--- config.mk ---
export PLATFORM = sky130hd
export DESIGN_NAME = usb_config_descriptor_parser_unit
export DESIGN_NICKNAME = d
export VERILOG_FILES = /design/src/ucdp_pkg.sv /design/src/ucdp_input_stage.sv /design/src/ucdp_parse_core.sv /design/src/ucdp_output_stage.sv /design/src/usb_config_descriptor_parser_unit.sv
export SDC_FILE = /design/constraint.sdc
export NUM_CORES = 1
export LEC_CHECK = 0
export BUFFER_PORTS_ARGS = -buffer_cell sky130_fd_sc_hd__buf_2
export CELL_PAD_IN_SITES_DETAIL_PLACEMENT = 1
export CELL_PAD_IN_SITES_GLOBAL_PLACEMENT = 1
export CORE_UTILIZATION = 49
export CTS_CLUSTER_DIAMETER = 200
export DETAILED_ROUTE_END_ITERATION = 6
export PLACE_DENSITY = 0.84
export SYNTH_ARGS = -nofsm -noshare
export SYNTH_HDL_FRONTEND = slang
export SYNTH_HIERARCHICAL = 1
export SYNTH_SLANG_ARGS = --single-unit
export TNS_END_PERCENT = 50
--- constraint.sdc ---
create_clock -name clock -period 6.97 [get_ports clock]
set_clock_uncertainty 0.2 [all_clocks]
set_input_delay 1.7425 -clock clock [delete_from_list [all_inputs] [get_ports clock]]
set_output_delay 1.7425 -clock clock [all_outputs]
set_load 0.02 [all_outputs]
--- src/ucdp_pkg.sv ---
package ucdp_pkg;

   // descriptor type codes that produce a record
   localparam logic [7:0] DESC_CONFIG    = 8'd2;
   localparam logic [7:0] DESC_INTERFACE = 8'd4;
   localparam logic [7:0] DESC_ENDPOINT  = 8'd5;
   localparam logic [7:0] DESC_HID       = 8'd33;

   localparam logic [7:0] MIN_DESC_LENGTH = 8'd2;
   localparam logic [7:0] LAST_CAPTURE_OFFSET = 8'd9;

   localparam int RSP_DATA_WIDTH = 88;

   typedef enum logic [2:0] {
      KIND_CONFIG    = 3'd0,
      KIND_INTERFACE = 3'd1,
      KIND_ENDPOINT  = 3'd2,
      KIND_HID       = 3'd3,
      KIND_ERROR     = 3'd4
   } record_kind_type;

   typedef enum logic [2:0] {
      ERR_NONE         = 3'd0,
      ERR_NO_CONFIG    = 3'd1,
      ERR_TOO_MANY_IF  = 3'd2,
      ERR_NO_INTERFACE = 3'd3,
      ERR_TOO_MANY_EP  = 3'd4,
      ERR_LENGTH       = 3'd5
   } error_code_type;

   typedef struct packed {
      logic [7:0] data;
      logic       last;
   } byte_beat_type;

   typedef struct packed {
      record_kind_type kind;
      error_code_type  err;
      logic [7:0]      ordinal;
      logic [7:0]      ident;
      logic [7:0]      child_count;
      logic [7:0]      class_code;
      logic [7:0]      subclass_code;
      logic [7:0]      protocol_code;
      logic [7:0]      attributes;
      logic [15:0]     word_value;
      logic [7:0]      poll_interval;
      logic            block_done;
   } record_type;

endpackage

--- src/ucdp_input_stage.sv ---
module ucdp_input_stage (
   input  logic                   clock,
   input  logic                   reset,
   input  logic                   in_valid,
   output logic                   in_ready,
   input  ucdp_pkg::byte_beat_type in_beat,
   output logic                   stage_valid,
   input  logic                   stage_advance,
   output ucdp_pkg::byte_beat_type stage_beat
);
   import ucdp_pkg::*;

   logic          valid_ff;
   logic          valid_in;
   byte_beat_type beat_ff;

   // holding register frees up whenever the core consumes it
   assign in_ready = !valid_ff || stage_advance;
   assign valid_in = in_ready ? in_valid : valid_ff;

   always_ff @(posedge clock) begin
      if (reset) begin
         valid_ff <= 1'b0;
      end else begin
         valid_ff <= valid_in;
      end
   end

   always_ff @(posedge clock) begin
      if (in_ready && in_valid) begin
         beat_ff <= in_beat;
      end
   end

   assign stage_valid = valid_ff;
   assign stage_beat  = beat_ff;

endmodule

--- src/ucdp_parse_core.sv ---
module ucdp_parse_core (
   input  logic                   clock,
   input  logic                   reset,
   input  logic                   step,
   input  ucdp_pkg::byte_beat_type beat,
   output logic                   rec_valid,
   output ucdp_pkg::record_type    rec
);
   import ucdp_pkg::*;

   logic [7:0]  offset_ff, offset_in;
   logic [7:0]  length_ff, length_in;
   logic [7:0]  type_ff, type_in;
   logic [63:0] capture_ff, capture_in;
   logic        have_config_ff, have_config_in;
   logic        have_if_ff, have_if_in;
   logic [7:0]  if_announced_ff, if_announced_in;
   logic [8:0]  if_seen_ff, if_seen_in;
   logic [7:0]  ep_announced_ff, ep_announced_in;
   logic [8:0]  ep_seen_ff, ep_seen_in;
   logic        failed_ff, failed_in;

   error_code_type err;
   record_type     rec_c;
   logic           emit;
   logic [2:0]     cap_idx;

   // offsets 2..9 map to capture byte 0..7
   assign cap_idx = offset_ff[2:0] - 3'd2;

   always_comb begin
      offset_in       = offset_ff;
      length_in       = length_ff;
      type_in         = type_ff;
      capture_in      = capture_ff;
      have_config_in  = have_config_ff;
      have_if_in      = have_if_ff;
      if_announced_in = if_announced_ff;
      if_seen_in      = if_seen_ff;
      ep_announced_in = ep_announced_ff;
      ep_seen_in      = ep_seen_ff;
      failed_in       = failed_ff;
      err             = ERR_NONE;
      rec_c           = '0;
      emit            = 1'b0;

      if (step) begin
         if (failed_ff) begin
            // drop everything until the block ends
         end else if (offset_ff == 8'd0) begin
            length_in  = beat.data;
            capture_in = '0;
            if (beat.data < MIN_DESC_LENGTH) begin
               err = ERR_LENGTH;
            end else begin
               offset_in = 8'd1;
               if (beat.last) begin
                  err = ERR_LENGTH;
               end
            end
         end else begin
            if (offset_ff == 8'd1) begin
               type_in = beat.data;
            end else if (offset_ff <= LAST_CAPTURE_OFFSET) begin
               capture_in[{cap_idx, 3'b000} +: 8] = beat.data;
            end

            if (({1'b0, offset_ff} + 9'd1) != {1'b0, length_ff}) begin
               offset_in = offset_ff + 8'd1;
               if (beat.last) begin
                  err = ERR_LENGTH;
               end
            end else begin
               // last byte of the descriptor
               offset_in = 8'd0;
               case (type_in)
                  DESC_CONFIG: begin
                     have_config_in      = 1'b1;
                     if_announced_in     = capture_in[23:16];
                     if_seen_in          = 9'd0;
                     rec_c.kind          = KIND_CONFIG;
                     rec_c.ident         = capture_in[31:24];
                     rec_c.child_count   = capture_in[23:16];
                     rec_c.word_value    = capture_in[15:0];
                     emit                = 1'b1;
                  end
                  DESC_INTERFACE: begin
                     if (!have_config_ff) begin
                        err = ERR_NO_CONFIG;
                     end else if (if_seen_ff >= {1'b0, if_announced_ff}) begin
                        err = ERR_TOO_MANY_IF;
                     end else begin
                        rec_c.kind          = KIND_INTERFACE;
                        rec_c.ordinal       = if_seen_ff[7:0];
                        rec_c.ident         = capture_in[7:0];
                        rec_c.child_count   = capture_in[23:16];
                        rec_c.class_code    = capture_in[31:24];
                        rec_c.subclass_code = capture_in[39:32];
                        rec_c.protocol_code = capture_in[47:40];
                        if_seen_in          = if_seen_ff + 9'd1;
                        have_if_in          = 1'b1;
                        ep_announced_in     = capture_in[23:16];
                        ep_seen_in          = 9'd0;
                        emit                = 1'b1;
                     end
                  end
                  DESC_ENDPOINT: begin
                     if (!have_if_ff) begin
                        err = ERR_NO_INTERFACE;
                     end else if (ep_seen_ff >= {1'b0, ep_announced_ff}) begin
                        err = ERR_TOO_MANY_EP;
                     end else begin
                        rec_c.kind          = KIND_ENDPOINT;
                        rec_c.ordinal       = ep_seen_ff[7:0];
                        rec_c.ident         = capture_in[7:0];
                        rec_c.attributes    = capture_in[15:8];
                        rec_c.word_value    = capture_in[31:16];
                        rec_c.poll_interval = capture_in[39:32];
                        ep_seen_in          = ep_seen_ff + 9'd1;
                        emit                = 1'b1;
                     end
                  end
                  DESC_HID: begin
                     if (!have_config_ff) begin
                        err = ERR_NO_CONFIG;
                     end else begin
                        rec_c.kind       = KIND_HID;
                        rec_c.ident      = capture_in[39:32];
                        rec_c.word_value = capture_in[55:40];
                        emit             = 1'b1;
                     end
                  end
                  default: begin
                  end
               endcase
            end
         end

         if (err != ERR_NONE) begin
            rec_c      = '0;
            rec_c.kind = KIND_ERROR;
            rec_c.err  = err;
            emit       = 1'b1;
            failed_in  = 1'b1;
         end
         rec_c.block_done = beat.last;

         // every path returns to the idle state at the end of a block
         if (beat.last) begin
            offset_in       = '0;
            length_in       = '0;
            type_in         = '0;
            capture_in      = '0;
            have_config_in  = 1'b0;
            have_if_in      = 1'b0;
            if_announced_in = '0;
            if_seen_in      = '0;
            ep_announced_in = '0;
            ep_seen_in      = '0;
            failed_in       = 1'b0;
         end
      end
   end

   always_ff @(posedge clock) begin
      if (reset) begin
         offset_ff       <= '0;
         length_ff       <= '0;
         type_ff         <= '0;
         capture_ff      <= '0;
         have_config_ff  <= 1'b0;
         have_if_ff      <= 1'b0;
         if_announced_ff <= '0;
         if_seen_ff      <= '0;
         ep_announced_ff <= '0;
         ep_seen_ff      <= '0;
         failed_ff       <= 1'b0;
      end else begin
         offset_ff       <= offset_in;
         length_ff       <= length_in;
         type_ff         <= type_in;
         capture_ff      <= capture_in;
         have_config_ff  <= have_config_in;
         have_if_ff      <= have_if_in;
         if_announced_ff <= if_announced_in;
         if_seen_ff      <= if_seen_in;
         ep_announced_ff <= ep_announced_in;
         ep_seen_ff      <= ep_seen_in;
         failed_ff       <= failed_in;
      end
   end

   assign rec_valid = emit;
   assign rec       = rec_c;

endmodule

--- src/ucdp_output_stage.sv ---
module ucdp_output_stage (
   input  logic                clock,
   input  logic                reset,
   input  logic                rec_valid,
   input  ucdp_pkg::record_type rec,
   output logic                load_ready,
   output logic                out_valid,
   input  logic                out_ready,
   output ucdp_pkg::record_type out_rec
);
   import ucdp_pkg::*;

   logic       valid_ff;
   logic       valid_in;
   record_type rec_ff;

   // loads whenever the held record is empty or leaving this cycle
   assign load_ready = !valid_ff || out_ready;
   assign valid_in   = load_ready ? rec_valid : valid_ff;

   always_ff @(posedge clock) begin
      if (reset) begin
         valid_ff <= 1'b0;
      end else begin
         valid_ff <= valid_in;
      end
   end

   always_ff @(posedge clock) begin
      if (load_ready && rec_valid) begin
         rec_ff <= rec;
      end
   end

   assign out_valid = valid_ff;
   assign out_rec   = rec_ff;

endmodule

--- src/usb_config_descriptor_parser_unit.sv ---
// USB configuration descriptor parser
// The req channel carries the descriptor block, one byte per beat: tdata is the
// byte and tlast marks the final byte of the whole block. On the last byte of a
// configuration, interface, endpoint or HID descriptor one record leaves on the
// rsp channel; other descriptors are skipped silently. Structural faults (no
// configuration, no interface, count overrun, bad length, truncated block)
// give one error record, after which the rest of the block is dropped.
// rsp tuser carries the record kind; rsp tlast is set on a record produced by
// the final byte of the block.
// Timing: one byte register and one record register with the parse logic
// between them, so a record is offered on rsp once its byte has passed the
// byte register and the parse logic has loaded the record register.
// Throughput is one byte per cycle while the record register can load.
// When rsp_tready is low with a record held, that register holds and an empty
// byte register takes one more beat; req_tready drops until the record leaves.
// Reset (synchronous, active high) empties both registers and returns the
// parser to the start of a block; a block always restarts after its tlast.
module usb_config_descriptor_parser_unit (
   input  logic        clock,
   input  logic        reset,
   input  logic        req_tvalid,
   output logic        req_tready,
   input  logic [7:0]  req_tdata,   // [7:0] stream_byte
   input  logic        req_tlast,   // end_of_block
   output logic        rsp_tvalid,
   input  logic        rsp_tready,
   // [2:0] error_code, [10:3] ordinal, [18:11] ident, [26:19] child_count,
   // [34:27] class_code, [42:35] subclass_code, [50:43] protocol_code,
   // [58:51] attributes, [74:59] word_value, [82:75] poll_interval,
   // [87:83] zero
   output logic [ucdp_pkg::RSP_DATA_WIDTH-1:0] rsp_tdata,
   output logic [2:0]  rsp_tuser,   // [2:0] record_kind
   output logic        rsp_tlast    // block_done
);
   import ucdp_pkg::*;

   byte_beat_type in_beat;
   byte_beat_type stage_beat;
   logic          stage_valid;
   logic          load_ready;
   logic          step;
   logic          rec_valid;
   record_type    rec;
   record_type    out_rec;

   assign in_beat.data = req_tdata;
   assign in_beat.last = req_tlast;
   assign step         = stage_valid && load_ready;

   ucdp_input_stage u_input (
      .clock         (clock),
      .reset         (reset),
      .in_valid      (req_tvalid),
      .in_ready      (req_tready),
      .in_beat       (in_beat),
      .stage_valid   (stage_valid),
      .stage_advance (load_ready),
      .stage_beat    (stage_beat)
   );

   ucdp_parse_core u_core (
      .clock     (clock),
      .reset     (reset),
      .step      (step),
      .beat      (stage_beat),
      .rec_valid (rec_valid),
      .rec       (rec)
   );

   ucdp_output_stage u_output (
      .clock      (clock),
      .reset      (reset),
      .rec_valid  (rec_valid),
      .rec        (rec),
      .load_ready (load_ready),
      .out_valid  (rsp_tvalid),
      .out_ready  (rsp_tready),
      .out_rec    (out_rec)
   );

   assign rsp_tdata = {5'b00000,
                       out_rec.poll_interval,
                       out_rec.word_value,
                       out_rec.attributes,
                       out_rec.protocol_code,
                       out_rec.subclass_code,
                       out_rec.class_code,
                       out_rec.child_count,
                       out_rec.ident,
                       out_rec.ordinal,
                       out_rec.err};
   assign rsp_tuser = out_rec.kind;
   assign rsp_tlast = out_rec.block_done;

endmodule
==> reports/qor.csv <==
metric;value;unit
# diodes;0;
Slew headroom;10.4;%
period utilization;71.3;%
Avg Synthesized Cell Area;9.59;sq um
worst skew pair latency;0.52;ns
met3 global-route usage;4.30;%
most frequent cells in the layout;nor2_1 (187), dfxtp_1 (119), buf_2 (100), edfxtp_1 (96), nor3_1 (75);
CP max FO;47;
Non-Filler Instances;1484;
Flop pwr share;48.2;%
asr flop ratio synth;0;%
mux cell area share after synthesis;5.74;%
H-tree depth;1;
Post-Synth Adder-Cell Area;3.26;%
Inserted Clock Buffers;24;
post-cts resize count;0;
first-pass GRT wire length;52.5;mm
post-DP HPWL;22.7;mm
largest family of logic cells by synthesized area;simple AND/OR/NAND/NOR gates;
Fill cells;2413;
die area;22600;sq um
row cnt;53;
# IOs;107;
Slowest-stage cell, CP;nor3_1;
fin. max-slew vios;0;
vias in the first global route;9296;
Hold EP;u_core/if_seen_ff[8]$_SDFFE_PP0P_;
Hold Worst Slack;0.272;ns
Layout area overhead;13.2;%
RSZ-0062 raised after global routing;no;
post-synthesis cell count;1122;
HP Start;u_core/if_seen_ff[8]$_SDFFE_PP0P_;
gr busiest metal;met2;
Worst R2R Start;u_core/offset_ff[0]$_SDFFE_PP0P_;
met2 usage;50.4;%
crit start category;flop;
antenna violations before repair;0;
# hold bufs at CTS;0;
share of cells above drive strength 1;15.8;%
ys flop type;dfxtp_1;
Seq/Total Area, Yosys;48.9;%
compound-gate portion of the synthesized area;15.7;%
Final nets;1232;
net switching power;672;uW
PwrDens;233;nW/um^2
leading cell type in the layout, fill and taps excluded;nor2_1;
core area;21300;sq um
Vias/cell;6.22;
Die Height;150;um
flop-to-flop setup slack;2.00;ns
postcts setup bufs;0;
routability cong.;0.880;
gr ovfl total;0;
clock power share;45.7;%
Routed WL per cell;22.7;um
R2R Path End;u_output/out_rec[49]$_DFFE_PP_;
type of the worst setup path;reg2reg;
Tmin final;4.97;ns
GRT Total Usage;30.1;%
CTS clock-pin slew for the worst setup and hold paths;0.06;ns
DRT antenna net count;0;
Total Neg Setup Slack;0;ns
Int Pwr;2160;uW
mapped cell area;10800;sq um
clock buffer depth;3;
CP Capture Type;flop;
WL final;33.7;mm
Comb pwr share;6.1;%
switching part of the total;23.7;%
max cap viols;0;
Die Width;150;um
Max VDD drop;168;uV
Hold Crit Depth;1;
EDFF count, synth;96;
Port Buf Inserts;101;
Finished Core Util;57.2;%
Post-Synth Simple-Gate Area;20.8;%
Clock Tree Root;clkbuf_16;
# DRC;0;
post-synthesis xor/xnor area fraction;0.977;%
Yosys reg bits;215;
arrival time worst endpoint;4.98;ns
leakage;0.00440;uW
status;finished clean;
Max Clk Rate;201;MHz
data required time of the worst path;6.98;ns
pin count of the biggest net entering global routing;65;
DP Cell Count;1440;
Sink Count;215;
drt first pass iters;5;
min-delay worst type;reg2reg;
yosys warns;6;
Starting DRT DRC Count;780;
critical path cell sequence;ha_1 > nor3b_2 > nand2_1 > mux2i_1 > nor3_1 > nor2_1 > nand3_1 > a21o_1 > and2_4 > buf_12;
routed via count;9232;
routing usage on met1;39.2;%
Initial Util;50.5;%
worst reg2reg path depth;10;
Final Hold Viols;0;
setup violators final;0;
Critical Path Max Stage Delay;0.77;ns
Yosys cell types;78;
CTS tree;done;
actual slew at the worst max-slew pin;1.34;ns
[cell type report]
cell class,count,area (sq um),share of cell area [%]
Sequential cell,215,5270,43.2
Clock inverter,10,140,1.15
Tap cell,275,344,2.83
Timing Repair Buffer,112,603,4.95
Multi-Input combinational cell,801,5030,41.3
Inverter,37,139,1.14
Clock buffer,34,658,5.40
[kinds of logic after synthesis]
group,after synthesis
compound gates,244
simple gates,452
other cells,1
xor+xnor,12
mux,60
fa+ha+maj,28
flops,215
buf+inv,110
[metrics by stage]
step / instance area, sq um / worst slack, ns / power, uW
after floorplan: 10800 / 2.97 / 1500
after global placement: 11400 / 2.30 / 1560
after detailed placement: 11400 / 2.13 / 1560
after CTS: 12200 / 2.08 / 2850
after global routing: 12200 / 1.55 / 2910
final: 12200 / 2.00 / 2830
[worst max-delay path: cells and delay by family (launching register included)]
| family | cells | cell delay (ns) |
|---|---|---|
| adders and majority gates | 1 | 0.31 |
| DFF | 1 | 0.60 |
| and+or+nand+nor | 6 | 2.73 |
| buffers and inverters | 1 | 0.32 |
| muxes | 1 | 0.26 |
| AOI/OAI and AO/OA | 1 | 0.17 |
[state kept, by name, summed over array words and instances, names as in the netlist, 9 cells and up]
| name | cells |
|---|---|
| u_core/capture_ff | 56 |
| u_core/ep_seen_ff | 9 |
| u_core/if_seen_ff | 9 |
| u_input/stage_beat | 9 |
| u_output/out_rec | 87 |
[worst max path at each step]
stage                     slack [ns]                        startpoint  cells after the start                              to
after CTS                       2.08  u_core/offset_ff[0]$_SDFFE_PP0P_                     10  u_output/out_rec[51]$_DFFE_PP_
after floorplan                 2.97                        rsp_tready                      2                      req_tready
after detailed placement        2.13  u_core/offset_ff[0]$_SDFFE_PP0P_                     10  u_output/out_rec[49]$_DFFE_PP_
final                           2.00  u_core/offset_ff[0]$_SDFFE_PP0P_                     10  u_output/out_rec[49]$_DFFE_PP_
after global routing            1.55  u_core/offset_ff[0]$_SDFFE_PP0P_                     10  u_output/out_rec[51]$_DFFE_PP_
after global placement          2.30  u_core/offset_ff[0]$_SDFFE_PP0P_                     10  u_output/out_rec[49]$_DFFE_PP_
[synthesized netlist by cell type, types with 6 or more instances]
cell type | number | area share, %
o22ai_1 | 11 | 0.64
or3_1 | 7 | 0.41
mux2i_1 | 46 | 4.3
nand2b_1 | 8 | 0.47
nor2_1 | 187 | 6.5
a31oi_1 | 8 | 0.47
buf_2 | 7 | 0.33
clkbuf_1 | 50 | 1.7
and3_1 | 10 | 0.58
a22oi_1 | 57 | 4.0
o21ai_0 | 20 | 0.93
dfxtp_1 | 119 | 22
edfxtp_1 | 96 | 27
inv_1 | 37 | 1.3
nor3b_1 | 10 | 0.70
ha_1 | 28 | 3.3
a21o_1 | 9 | 0.63
a22o_1 | 8 | 0.65
or2_2 | 7 | 0.41
nand3_1 | 22 | 1.0
xnor2_1 | 7 | 0.57
nor3_1 | 75 | 3.5
buf_6 | 6 | 0.63
nor4_1 | 8 | 0.47
mux2_2 | 14 | 1.5
and2_1 | 31 | 1.8
nand4_1 | 10 | 0.58
a21oi_1 | 66 | 3.1
nand2_1 | 47 | 1.6
a211oi_1 | 10 | 0.70
[per-layer routing]
layer  part of all wire [%]  wire [um]
met5                      0          0
met3                    6.3       2140
met4                    3.4       1140
met1                     42      14100
met2                     48      16300
[power groups by stage]
| stage | clock network (uW) | registers, uW | logic [uW] |
|---|---|---|---|
| floorplan | 0 | 1400 | 106 |
| global placement | 0 | 1390 | 167 |
| global route | 1360 | 1370 | 186 |
| CTS | 1310 | 1370 | 173 |
| detailed placement | 0 | 1390 | 172 |
| finish | 1290 | 1370 | 174 |
Note: power is estimated with default switching activity, not from simulation.
